$ cat src/design/msrpg_pkg.sv
// Shared constants and types for the multi-channel stepper ramp pulse generator.
package msrpg_pkg;

  // Channel count is fixed by the 9-bit mask fields
  localparam int CHANNELS    = 9;
  localparam int CH_IDX_BITS = $clog2(CHANNELS);
  localparam int MASK_BITS   = 9;
  localparam int SEL_BITS    = 4;
  localparam int RATE_BITS   = 24;
  localparam int TICK_BITS   = 16;
  localparam int OUT_COUNT_BITS = 32;

  // Defaults for the top-level parameters
  localparam int PHASE_FRACTION_BITS_DEF = 24;
  localparam int COUNT_BITS_DEF          = 32;

  // Register port
  localparam int ADDR_BITS = 4;
  localparam int DATA_BITS = 32;

  localparam logic [TICK_BITS-1:0] TIMEOUT_RESET = 16'd100;
  localparam logic [TICK_BITS-1:0] TICKS_MAX     = 16'hFFFF;

  typedef enum logic [1:0] {
    REG_TARGET  = 2'd0,
    REG_START   = 2'd1,
    REG_RAMP    = 2'd2,
    REG_TIMEOUT = 2'd3
  } reg_idx_t;

  // Sequencer request for one channel visit
  typedef struct packed {
    logic                   valid;
    logic                   run;
    logic [CH_IDX_BITS-1:0] chan;
  } chan_ctl_t;

  // Per-channel update result back to the sequencer
  typedef struct packed {
    logic                   valid;
    logic                   step;
    logic [CH_IDX_BITS-1:0] chan;
  } chan_ev_t;

endpackage

$ cat src/design/msrpg_ram.sv
// Generic single-port-write, single-port-read RAM with registered read data.
module msrpg_ram #(
  parameter int WIDTH = 8,
  parameter int DEPTH = 16,
  localparam int AW = (DEPTH > 1) ? $clog2(DEPTH) : 1
) (
  input  logic                 clk,
  input  logic                 we,
  input  logic [AW-1:0]        waddr,
  input  logic [WIDTH-1:0]     wdata,
  input  logic                 re,
  input  logic [AW-1:0]        raddr,
  output logic [WIDTH-1:0]     rdata
);

  logic [WIDTH-1:0] mem [DEPTH];

  // Write port
  always_ff @(posedge clk) begin
    if (we) begin
      mem[waddr] <= wdata;
    end
  end

  // Registered read port
  always_ff @(posedge clk) begin
    if (re) begin
      rdata <= mem[raddr];
    end
  end

endmodule

$ cat src/design/msrpg_chan.sv
// Channel state memory and the two-stage read-modify-write rate/phase update.
module msrpg_chan
  import msrpg_pkg::*;
#(
  parameter int PHASE_FRACTION_BITS = PHASE_FRACTION_BITS_DEF,
  parameter int COUNT_BITS          = COUNT_BITS_DEF
) (
  input  logic                  clk,
  input  logic                  rst,
  input  logic [RATE_BITS-1:0]  target_increment,
  input  logic [RATE_BITS-1:0]  start_increment,
  input  logic [RATE_BITS-1:0]  ramp_increment,
  input  chan_ctl_t             ctl,
  output chan_ev_t              ev,
  output logic [COUNT_BITS-1:0] ev_count
);
  localparam int PW = PHASE_FRACTION_BITS + 1;
  localparam int W  = RATE_BITS + PW + COUNT_BITS;
  localparam logic [63:0] RESTART_FULL = (64'd999 << PHASE_FRACTION_BITS) / 64'd1000;
  localparam logic [PW-1:0] PHASE_RESTART = RESTART_FULL[PW-1:0];

  logic [W-1:0]          rd_data;
  logic [W-1:0]          wr_data;
  logic                  wr_en;
  logic [CHANNELS-1:0]   entry_valid;

  chan_ctl_t             c1;
  chan_ctl_t             c2;
  logic [RATE_BITS-1:0]  rate2;
  logic [PW-1:0]         phase2;
  logic [COUNT_BITS-1:0] count2;

  logic [RATE_BITS-1:0]  rate1;
  logic [PW-1:0]         phase1;
  logic [COUNT_BITS-1:0] count1;
  logic [RATE_BITS:0]    ramp_sum;
  logic [RATE_BITS-1:0]  rate_next;

  logic [PW-1:0]         phase_sum;
  logic [PW-1:0]         phase_next;
  logic [COUNT_BITS-1:0] count_next;
  logic                  step;

  msrpg_ram #(
    .WIDTH (W),
    .DEPTH (CHANNELS)
  ) u_ram (
    .clk   (clk),
    .we    (wr_en),
    .waddr (c2.chan),
    .wdata (wr_data),
    .re    (ctl.valid),
    .raddr (ctl.chan),
    .rdata (rd_data)
  );

  // Stage 1: unpack entry (never-written entries read as reset state), ramp the rate
  always_comb begin
    if (entry_valid[c1.chan]) begin
      rate1  = rd_data[RATE_BITS-1:0];
      phase1 = rd_data[RATE_BITS +: PW];
      count1 = rd_data[RATE_BITS+PW +: COUNT_BITS];
    end else begin
      rate1  = '0;
      phase1 = PHASE_RESTART;
      count1 = '0;
    end
    ramp_sum = {1'b0, rate1} + {1'b0, ramp_increment};
    if (!c1.run) begin
      rate_next = start_increment;
    end else if (rate1 < target_increment) begin
      rate_next = (ramp_sum > {1'b0, target_increment}) ? target_increment
                                                         : ramp_sum[RATE_BITS-1:0];
    end else begin
      rate_next = rate1;
    end
  end

  always_ff @(posedge clk) begin
    if (rst) begin
      c1.valid <= 1'b0;
      c2.valid <= 1'b0;
    end else begin
      c1.valid <= ctl.valid;
      c2.valid <= c1.valid;
    end
    c1.run  <= ctl.run;
    c1.chan <= ctl.chan;
    c2.run  <= c1.run;
    c2.chan <= c1.chan;
    rate2   <= rate_next;
    phase2  <= phase1;
    count2  <= count1;
  end

  // Stage 2: phase accumulate, pulse detect, count, write back
  always_comb begin
    phase_sum = phase2 + PW'(rate2);
    step      = c2.run && phase_sum[PW-1];
    if (!c2.run) begin
      phase_next = PHASE_RESTART;
    end else begin
      phase_next = {1'b0, phase_sum[PW-2:0]} | (phase_sum & {1'b0, {(PW-1){1'b0}}});
    end
    count_next = step ? (count2 + COUNT_BITS'(1)) : count2;
  end

  assign wr_en   = c2.valid;
  assign wr_data = {count_next, phase_next, rate2};

  // Entry valid bits, set on first write-back
  always_ff @(posedge clk) begin
    if (rst) begin
      entry_valid <= '0;
    end else if (wr_en) begin
      entry_valid[c2.chan] <= 1'b1;
    end
  end

  assign ev.valid = c2.valid;
  assign ev.step  = step;
  assign ev.chan  = c2.chan;
  assign ev_count = count_next;

  // A write-back always follows its read through the c1 and c2 stage registers
  a_wb_after_read: assert property (@(posedge clk) disable iff (rst)
    wr_en |-> $past(ctl.valid, 2))
    else $error("write-back without matching read");

  // Only running channels pulse
  a_step_needs_run: assert property (@(posedge clk) disable iff (rst)
    (wr_en && step) |-> c2.run)
    else $error("step on a stopped channel");

  // A stopped channel writes the restart phase
  a_stop_restart: assert property (@(posedge clk) disable iff (rst)
    (wr_en && !c2.run) |-> (phase_next == PHASE_RESTART && !step))
    else $error("stopped channel not reloaded");

endmodule

$ cat src/design/multi_stepper_ramp_pulse_generator.sv
// Top level: register port, stale watchdog, channel sequencer and result register.
// Each accepted tick sweeps the channel state memory, one entry per cycle through
// a two-stage read-modify-write pipeline, then drains it and loads the result register.
// Only one tick is in flight at a time; tick_ready is high only in the idle state.
// A new tick is taken while the previous result still waits in the output register.
// Reset (synchronous, active high) clears control state, registers to their
// defaults and the memory entry valid bits; unwritten entries read as reset state.
module multi_stepper_ramp_pulse_generator
  import msrpg_pkg::*;
#(
  parameter int PHASE_FRACTION_BITS = PHASE_FRACTION_BITS_DEF,
  parameter int COUNT_BITS          = COUNT_BITS_DEF
) (
  input  logic                      clk,
  input  logic                      rst,
  // register port
  input  logic                      psel,
  input  logic                      penable,
  input  logic                      pwrite,
  input  logic [ADDR_BITS-1:0]      paddr,
  input  logic [DATA_BITS-1:0]      pwdata,
  output logic [DATA_BITS-1:0]      prdata,
  output logic                      pready,
  // tick channel
  input  logic                      tick_valid,
  output logic                      tick_ready,
  input  logic [MASK_BITS-1:0]      run_mask,
  input  logic [MASK_BITS-1:0]      dir_open_mask,
  input  logic                      sensor_fresh,
  input  logic                      stale_ack,
  input  logic [SEL_BITS-1:0]       count_select,
  // result channel
  output logic                      result_valid,
  input  logic                      result_ready,
  output logic [MASK_BITS-1:0]      step_mask,
  output logic [MASK_BITS-1:0]      dir_level_mask,
  output logic                      stale_now,
  output logic                      stale_seen,
  output logic [OUT_COUNT_BITS-1:0] selected_count
);

  typedef enum logic [1:0] {
    S_IDLE,
    S_RUN,
    S_DRAIN,
    S_DONE
  } state_t;

  state_t                   state;
  logic [RATE_BITS-1:0]     target_increment;
  logic [RATE_BITS-1:0]     start_increment;
  logic [RATE_BITS-1:0]     ramp_increment;
  logic [TICK_BITS-1:0]     timeout_ticks;
  logic [TICK_BITS-1:0]     ticks_since_fresh;
  logic                     stale_sticky;

  logic [TICK_BITS-1:0]     ticks_next;
  logic                     stale_next;
  logic                     accept;
  logic                     cfg_write;
  reg_idx_t                 cfg_idx;

  logic [CH_IDX_BITS-1:0]   idx;
  logic [MASK_BITS-1:0]     run_lat;
  logic [MASK_BITS-1:0]     dir_lat;
  logic [SEL_BITS-1:0]      sel_lat;
  logic                     stale_lat;
  logic                     seen_lat;
  logic [MASK_BITS-1:0]     step_acc;
  logic [OUT_COUNT_BITS-1:0] count_lat;

  chan_ctl_t                ctl;
  chan_ev_t                 ev;
  logic [COUNT_BITS-1:0]    ev_count;

  localparam logic [CH_IDX_BITS-1:0] LAST_CH = CH_IDX_BITS'(CHANNELS - 1);

  // Register port
  assign pready    = 1'b1;
  assign cfg_idx   = reg_idx_t'(paddr[ADDR_BITS-1:2]);
  assign cfg_write = psel && penable && pwrite;

  always_ff @(posedge clk) begin
    if (rst) begin
      target_increment <= '0;
      start_increment  <= '0;
      ramp_increment   <= '0;
      timeout_ticks    <= TIMEOUT_RESET;
    end else if (cfg_write) begin
      case (cfg_idx)
        REG_TARGET:  target_increment <= pwdata[RATE_BITS-1:0];
        REG_START:   start_increment  <= pwdata[RATE_BITS-1:0];
        REG_RAMP:    ramp_increment   <= pwdata[RATE_BITS-1:0];
        REG_TIMEOUT: timeout_ticks    <= pwdata[TICK_BITS-1:0];
        default: ;
      endcase
    end
  end

  always_comb begin
    case (cfg_idx)
      REG_TARGET:  prdata = DATA_BITS'(target_increment);
      REG_START:   prdata = DATA_BITS'(start_increment);
      REG_RAMP:    prdata = DATA_BITS'(ramp_increment);
      REG_TIMEOUT: prdata = DATA_BITS'(timeout_ticks);
      default:     prdata = '0;
    endcase
  end

  // Stale watchdog, evaluated at tick accept
  assign tick_ready = (state == S_IDLE);
  assign accept     = tick_valid && tick_ready;

  always_comb begin
    if (sensor_fresh) begin
      ticks_next = '0;
    end else if (ticks_since_fresh != TICKS_MAX) begin
      ticks_next = ticks_since_fresh + TICK_BITS'(1);
    end else begin
      ticks_next = ticks_since_fresh;
    end
    stale_next = (ticks_next > timeout_ticks);
  end

  // Channel visit request
  assign ctl.valid = (state == S_RUN);
  assign ctl.run   = run_lat[idx] && !stale_lat;
  assign ctl.chan  = idx;

  msrpg_chan #(
    .PHASE_FRACTION_BITS (PHASE_FRACTION_BITS),
    .COUNT_BITS          (COUNT_BITS)
  ) u_chan (
    .clk              (clk),
    .rst              (rst),
    .target_increment (target_increment),
    .start_increment  (start_increment),
    .ramp_increment   (ramp_increment),
    .ctl              (ctl),
    .ev               (ev),
    .ev_count         (ev_count)
  );

  // Sequencer, watchdog state and result register
  always_ff @(posedge clk) begin
    if (rst) begin
      state             <= S_IDLE;
      result_valid      <= 1'b0;
      ticks_since_fresh <= '0;
      stale_sticky      <= 1'b0;
      idx               <= '0;
    end else begin
      // in S_DONE the result register load below owns result_valid
      if (result_valid && result_ready && state != S_DONE) begin
        result_valid <= 1'b0;
      end
      case (state)
        S_IDLE: begin
          if (accept) begin
            ticks_since_fresh <= ticks_next;
            stale_sticky      <= (stale_sticky || stale_next) && !stale_ack;
            idx               <= '0;
            state             <= S_RUN;
          end
        end
        S_RUN: begin
          if (idx == LAST_CH) begin
            state <= S_DRAIN;
          end else begin
            idx <= idx + CH_IDX_BITS'(1);
          end
        end
        S_DRAIN: begin
          if (ev.valid && ev.chan == LAST_CH) begin
            state <= S_DONE;
          end
        end
        S_DONE: begin
          if (!result_valid || result_ready) begin
            result_valid   <= 1'b1;
            step_mask      <= step_acc;
            dir_level_mask <= dir_lat;
            stale_now      <= stale_lat;
            stale_seen     <= seen_lat;
            selected_count <= count_lat;
            state          <= S_IDLE;
          end
        end
        default: state <= S_IDLE;
      endcase
    end
  end

  // Per-tick payload capture
  always_ff @(posedge clk) begin
    if (accept) begin
      run_lat   <= run_mask;
      dir_lat   <= dir_open_mask;
      sel_lat   <= count_select;
      stale_lat <= stale_next;
      seen_lat  <= stale_sticky || stale_next;
      step_acc  <= '0;
      count_lat <= '0;
    end else if (ev.valid) begin
      step_acc[ev.chan] <= ev.step;
      if (SEL_BITS'(ev.chan) == sel_lat) begin
        count_lat <= OUT_COUNT_BITS'(ev_count);
      end
    end
  end

  // One tick at a time
  a_one_tick: assert property (@(posedge clk) disable iff (rst)
    accept |=> !tick_ready)
    else $error("tick accepted while busy");

  // A stale tick never pulses
  a_stale_quiet: assert property (@(posedge clk) disable iff (rst)
    (result_valid && stale_now) |-> (step_mask == '0 && stale_seen))
    else $error("stale tick produced steps or lost sticky flag");

  // Channel updates only come back while a tick is in flight
  a_ev_in_tick: assert property (@(posedge clk) disable iff (rst)
    ev.valid |-> (state == S_RUN || state == S_DRAIN))
    else $error("channel update outside a tick");

  // Channel sweep always reaches the last channel before finishing
  a_sweep_done: assert property (@(posedge clk) disable iff (rst)
    (state == S_DRAIN && ev.valid && ev.chan == LAST_CH) |=> (state == S_DONE))
    else $error("sweep did not complete");

endmodule
$ cat config.mk
export PLATFORM = sky130hd
export DESIGN_NAME = multi_stepper_ramp_pulse_generator
export DESIGN_NICKNAME = d
export VERILOG_FILES = /design/src/design/msrpg_pkg.sv /design/src/design/msrpg_ram.sv /design/src/design/msrpg_chan.sv /design/src/design/multi_stepper_ramp_pulse_generator.sv
export SDC_FILE = /design/constraint.sdc
export NUM_CORES = 2
export LEC_CHECK = 0
export BUFFER_PORTS_ARGS = -buffer_cell sky130_fd_sc_hd__buf_4
export CORE_MARGIN = 8
export CORE_UTILIZATION = 45
export CTS_CLUSTER_DIAMETER = 200
export DETAILED_ROUTE_END_ITERATION = 6
export SETUP_SLACK_MARGIN = 0.1
export SLEW_MARGIN = 30
export SYNTH_ARGS = -nofsm -noshare
export SYNTH_HDL_FRONTEND = slang
export SYNTH_SLANG_ARGS = --single-unit
$ cat constraint.sdc
create_clock -name clk -period 11.31 [get_ports clk]
set_input_delay 2.262 -clock clk [delete_from_list [all_inputs] [get_ports clk]]
set_output_delay 2.262 -clock clk [all_outputs]
set_load 0.01 [all_outputs]
==> results.rst <==
.. list-table::
   :header-rows: 1

   * - Metric
     - Value
   * - Number of I/O port buffers
     - 134
   * - Category of cells accounting for the largest share of critical-path delay
     - compound AO/OA/AOI/OAI gates
   * - Most used cell, CP
     - sky130_fd_sc_hd__a21oi_1
   * - Final weighted congestion in routability-driven placement
     - 0.8232
   * - Launching element type of the critical path
     - flip-flop
   * - Total routing usage reported by global routing
     - 18.94%
   * - Minimum clock period
     - 8.310 ns
   * - Hold/Removal Path Class
     - reg -> reg
   * - I/O pin cnt
     - 154
   * - Fmax
     - 0.1203 GHz
   * - Global-route wire length before repair
     - 166500 um
   * - Number of buffers inserted by hold repair at cts
     - 0
   * - Leakage dissipation
     - 18.03 nW
   * - Proportion of register bits with asynchronous set or reset after synthesis
     - 0%
   * - Worst voltage drop across the vdd grid
     - 0.1416 mV
   * - Number of enable-type register cells in the synthesized netlist
     - 876
   * - Worst-path clk slew
     - 0.06 ns
   * - Vias after detailed routing
     - 26890
   * - MaxCap Viol Count
     - 0
   * - Number of fill cells
     - 8426
   * - Antenna-violating nets left
     - 0
   * - Die Footprint
     - 114200 um^2
   * - Critical path capture point type
     - flip-flop
   * - Core utilization of the finished layout
     - 51.51%
   * - DRT Wirelength
     - 109700 um
   * - Run status
     - finished, final reports clean
   * - Warnings from Yosys
     - 0
   * - Sequential element share of the synthesized area
     - 67.28%
   * - Number of buffers created by CTS
     - 116
   * - Relative max-transition margin
     - 35.49%
   * - DR pass1 iterations
     - 5
   * - Clock Path Buffers
     - 3
   * - Core Area
     - 103200 um^2
   * - Count of cell types in the netlist
     - 82
   * - Setup tns final
     - 0 ns
   * - Number of post-CTS setup repair buffers
     - 0
   * - Largest net degree at the start of global routing
     - 94
   * - Cell area power density
     - 195.9 nW/um^2
   * - Synth Instances
     - 3214
   * - Final period util
     - 73.48%
   * - Count of H-tree levels built during CTS
     - 3
   * - Largest fanout on the critical path
     - 28
   * - Setup clock skew after layout
     - 0.04523 ns
   * - Area of the mapped netlist
     - 46660 um^2
   * - Clock insertion delay at the later pin of the skew report
     - 0.71 ns
   * - Cell at the slowest stage of the critical path
     - sky130_fd_sc_hd__nor2_4
   * - Slowest stage delay, CP
     - 0.78 ns
   * - Die outline height
     - 338.0 um
   * - Nets
     - 3526
   * - Clock tree from TritonCTS
     - done
   * - HPWL Detailed
     - 66090 um
   * - Total count of hold-check failures in the final report
     - 0
   * - CTS sink count
     - 1130
   * - Setup CP Type
     - reg -> reg
   * - Diodes inserted
     - 0
   * - Average via count per standard cell
     - 5.570
   * - Buffer and inverter count on the worst path
     - 0
   * - Clk Tree Root Cell
     - sky130_fd_sc_hd__clkbuf_16
   * - Syn avg cell area
     - 14.52 um^2
   * - GR Overflow Total
     - 0
   * - DIE WIDTH
     - 338.0 um
   * - Number of antenna violations at the first check in global routing
     - 1
   * - Pin slew with the least headroom to its limit
     - 0.9575 ns
   * - # rows
     - 118
   * - DRC violations left
     - 0
   * - RSZ-0062 raised after global routing
     - false
   * - Share of final-layout standard cells stronger than drive strength 1
     - 16.79%
   * - #FFs+latches synth
     - 1130
   * - Relative area change from synthesis to final layout
     - 13.94%
   * - Initial Utilization
     - 45.21%
   * - Via count of the first global-routing pass
     - 27524
   * - Iter 0 DRT Violations
     - 1975
   * - Crit path DAT
     - 8.86 ns
   * - Post-cts sizing count
     - 0
   * - Dominant synthesized flop cell
     - sky130_fd_sc_hd__edfxtp_1
   * - CP Data Required Time
     - 11.86 ns
   * - Count of final setup violators
     - 0
   * - Per-cell routed wire length
     - 22.72 um
   * - Max-slew violations
     - 0
## final cells by class
type | count | area, um^2 | area share [%]
Clock inverter | 63 | 758.2 | 1.426
Sequential cell | 1130 | 31410 | 59.08
Multi-Input combinational cell | 1813 | 14320 | 26.93
Tap cell | 1380 | 1727 | 3.248
Inverter | 113 | 430.4 | 0.8096
Clock buffer | 155 | 3192 | 6.004
Timing Repair Buffer | 174 | 1334 | 2.509
## cells in the mapped netlist (16+ instances only)
cell,number,area (um^2)
sky130_fd_sc_hd__ha_1,109,1364
sky130_fd_sc_hd__mux2i_1,117,1171
sky130_fd_sc_hd__a21o_1,32,240.2
sky130_fd_sc_hd__nand2_1,387,1453
sky130_fd_sc_hd__o21ai_0,164,820.8
sky130_fd_sc_hd__xnor2_1,51,446.7
sky130_fd_sc_hd__nor2_1,101,379.1
sky130_fd_sc_hd__clkbuf_1,124,465.5
sky130_fd_sc_hd__nand2b_1,41,256.5
sky130_fd_sc_hd__a21oi_1,208,1041
sky130_fd_sc_hd__dfxtp_1,254,5085
sky130_fd_sc_hd__xor2_1,33,289.0
sky130_fd_sc_hd__a31oi_1,22,137.6
sky130_fd_sc_hd__inv_1,112,420.4
sky130_fd_sc_hd__buf_1,26,97.59
sky130_fd_sc_hd__edfxtp_1,876,26310
sky130_fd_sc_hd__o21a_1,16,120.1
sky130_fd_sc_hd__nand3_1,44,220.2
sky130_fd_sc_hd__nor2b_1,26,162.7
sky130_fd_sc_hd__mux4_2,179,4031
sky130_fd_sc_hd__and2_1,70,437.9
sky130_fd_sc_hd__nand4_1,17,106.4
sky130_fd_sc_hd__and3_1,16,100.1
## worst paths after layout
| check | cells past startpoint | slack, ns | endpoint | from |
|---|---|---|---|---|
| setup / recovery | 26 | 3.00 | u_chan.rate2[22] | u_chan.c1[0] |
| hold / removal | 0 | 0.39 | u_chan.ev[3] | u_chan.c1[3] |
| setup reg to reg | 26 | 3.00 | u_chan.rate2[22] | u_chan.c1[0] |
| hold reg to reg | 0 | 0.39 | u_chan.ev[3] | u_chan.c1[3] |
## layer usage
layer  vias up  routed length (um)  GRT usage (%)  share of wire [%]
met1     13726               48710          26.33                 44
met4         0                2443          5.605                2.2
met2       705               52890          31.28                 48
met5         -                   0              0                  0
li1      12315                   -              -                  -
met3       144                5648          2.445                5.1
## flip-flops by register name, indices dropped and copies added (netlist names), 24 cells and up
name                count
count_lat              32
ramp_increment         24
selected_count         32
start_increment        24
target_increment       24
u_chan.count2          32
u_chan.phase2          24
u_chan.rate2           24
u_chan.u_ram.mem      720
u_chan.u_ram.rdata     80
## layout by cell type (no fill, tap or decap), types with 21 or more instances in the layout
master	n
sky130_fd_sc_hd__nor2b_1	26
sky130_fd_sc_hd__nand3_1	44
sky130_fd_sc_hd__clkinv_2	21
sky130_fd_sc_hd__buf_4	170
sky130_fd_sc_hd__and2_1	68
sky130_fd_sc_hd__a31oi_1	22
sky130_fd_sc_hd__a21oi_1	207
sky130_fd_sc_hd__mux4_2	179
sky130_fd_sc_hd__edfxtp_1	876
sky130_fd_sc_hd__ha_1	108
sky130_fd_sc_hd__a21o_1	32
sky130_fd_sc_hd__clkbuf_1	25
sky130_fd_sc_hd__inv_1	111
sky130_fd_sc_hd__nor2_1	98
sky130_fd_sc_hd__xor2_1	33
sky130_fd_sc_hd__dfxtp_1	250
sky130_fd_sc_hd__mux2i_1	117
sky130_fd_sc_hd__xnor2_1	51
sky130_fd_sc_hd__nand2b_1	41
sky130_fd_sc_hd__nand2_1	383
sky130_fd_sc_hd__o21ai_0	163
sky130_fd_sc_hd__clkbuf_16	117
## through the flow
step                      hold slack (ns)  instances  setup WS, ns  instance area (um^2)  power, W
final                              0.3937       4828         3.000                 53160   0.01041
after global routing               0.3942       4828         2.283                 53160   0.01083
after global placement             0.3860       4609         2.816                 49180  0.006611
after floorplan                    0.3290       3221         2.213                 46680  0.006124
after detailed placement           0.3932       4610         2.957                 49210  0.006648
after CTS                          0.3828       4828         2.841                 53160   0.01053
## report_power, final
part	leakage (nW)	internal [W]	total, W	switching (W)
logic	5.97	0.000585	0.00156	0.000974
clock network	1.91	0.00227	0.00387	0.00160
registers	10.1	0.00484	0.00499	0.000147
## cells by family after synthesis
family                   after synthesis  synth area share, %
multiplexers                         299                11.22
other                                  2              0.01610
buffers and inverters                278                2.349
XOR/XNOR                              84                1.577
adder cells (fa/ha/maj)              117                3.138
AO/OA/AOI/OAI                        548                6.970
AND/OR/NAND/NOR                      756                7.447
flip-flops                          1130                67.28
(Power assumes the default switching activity.)
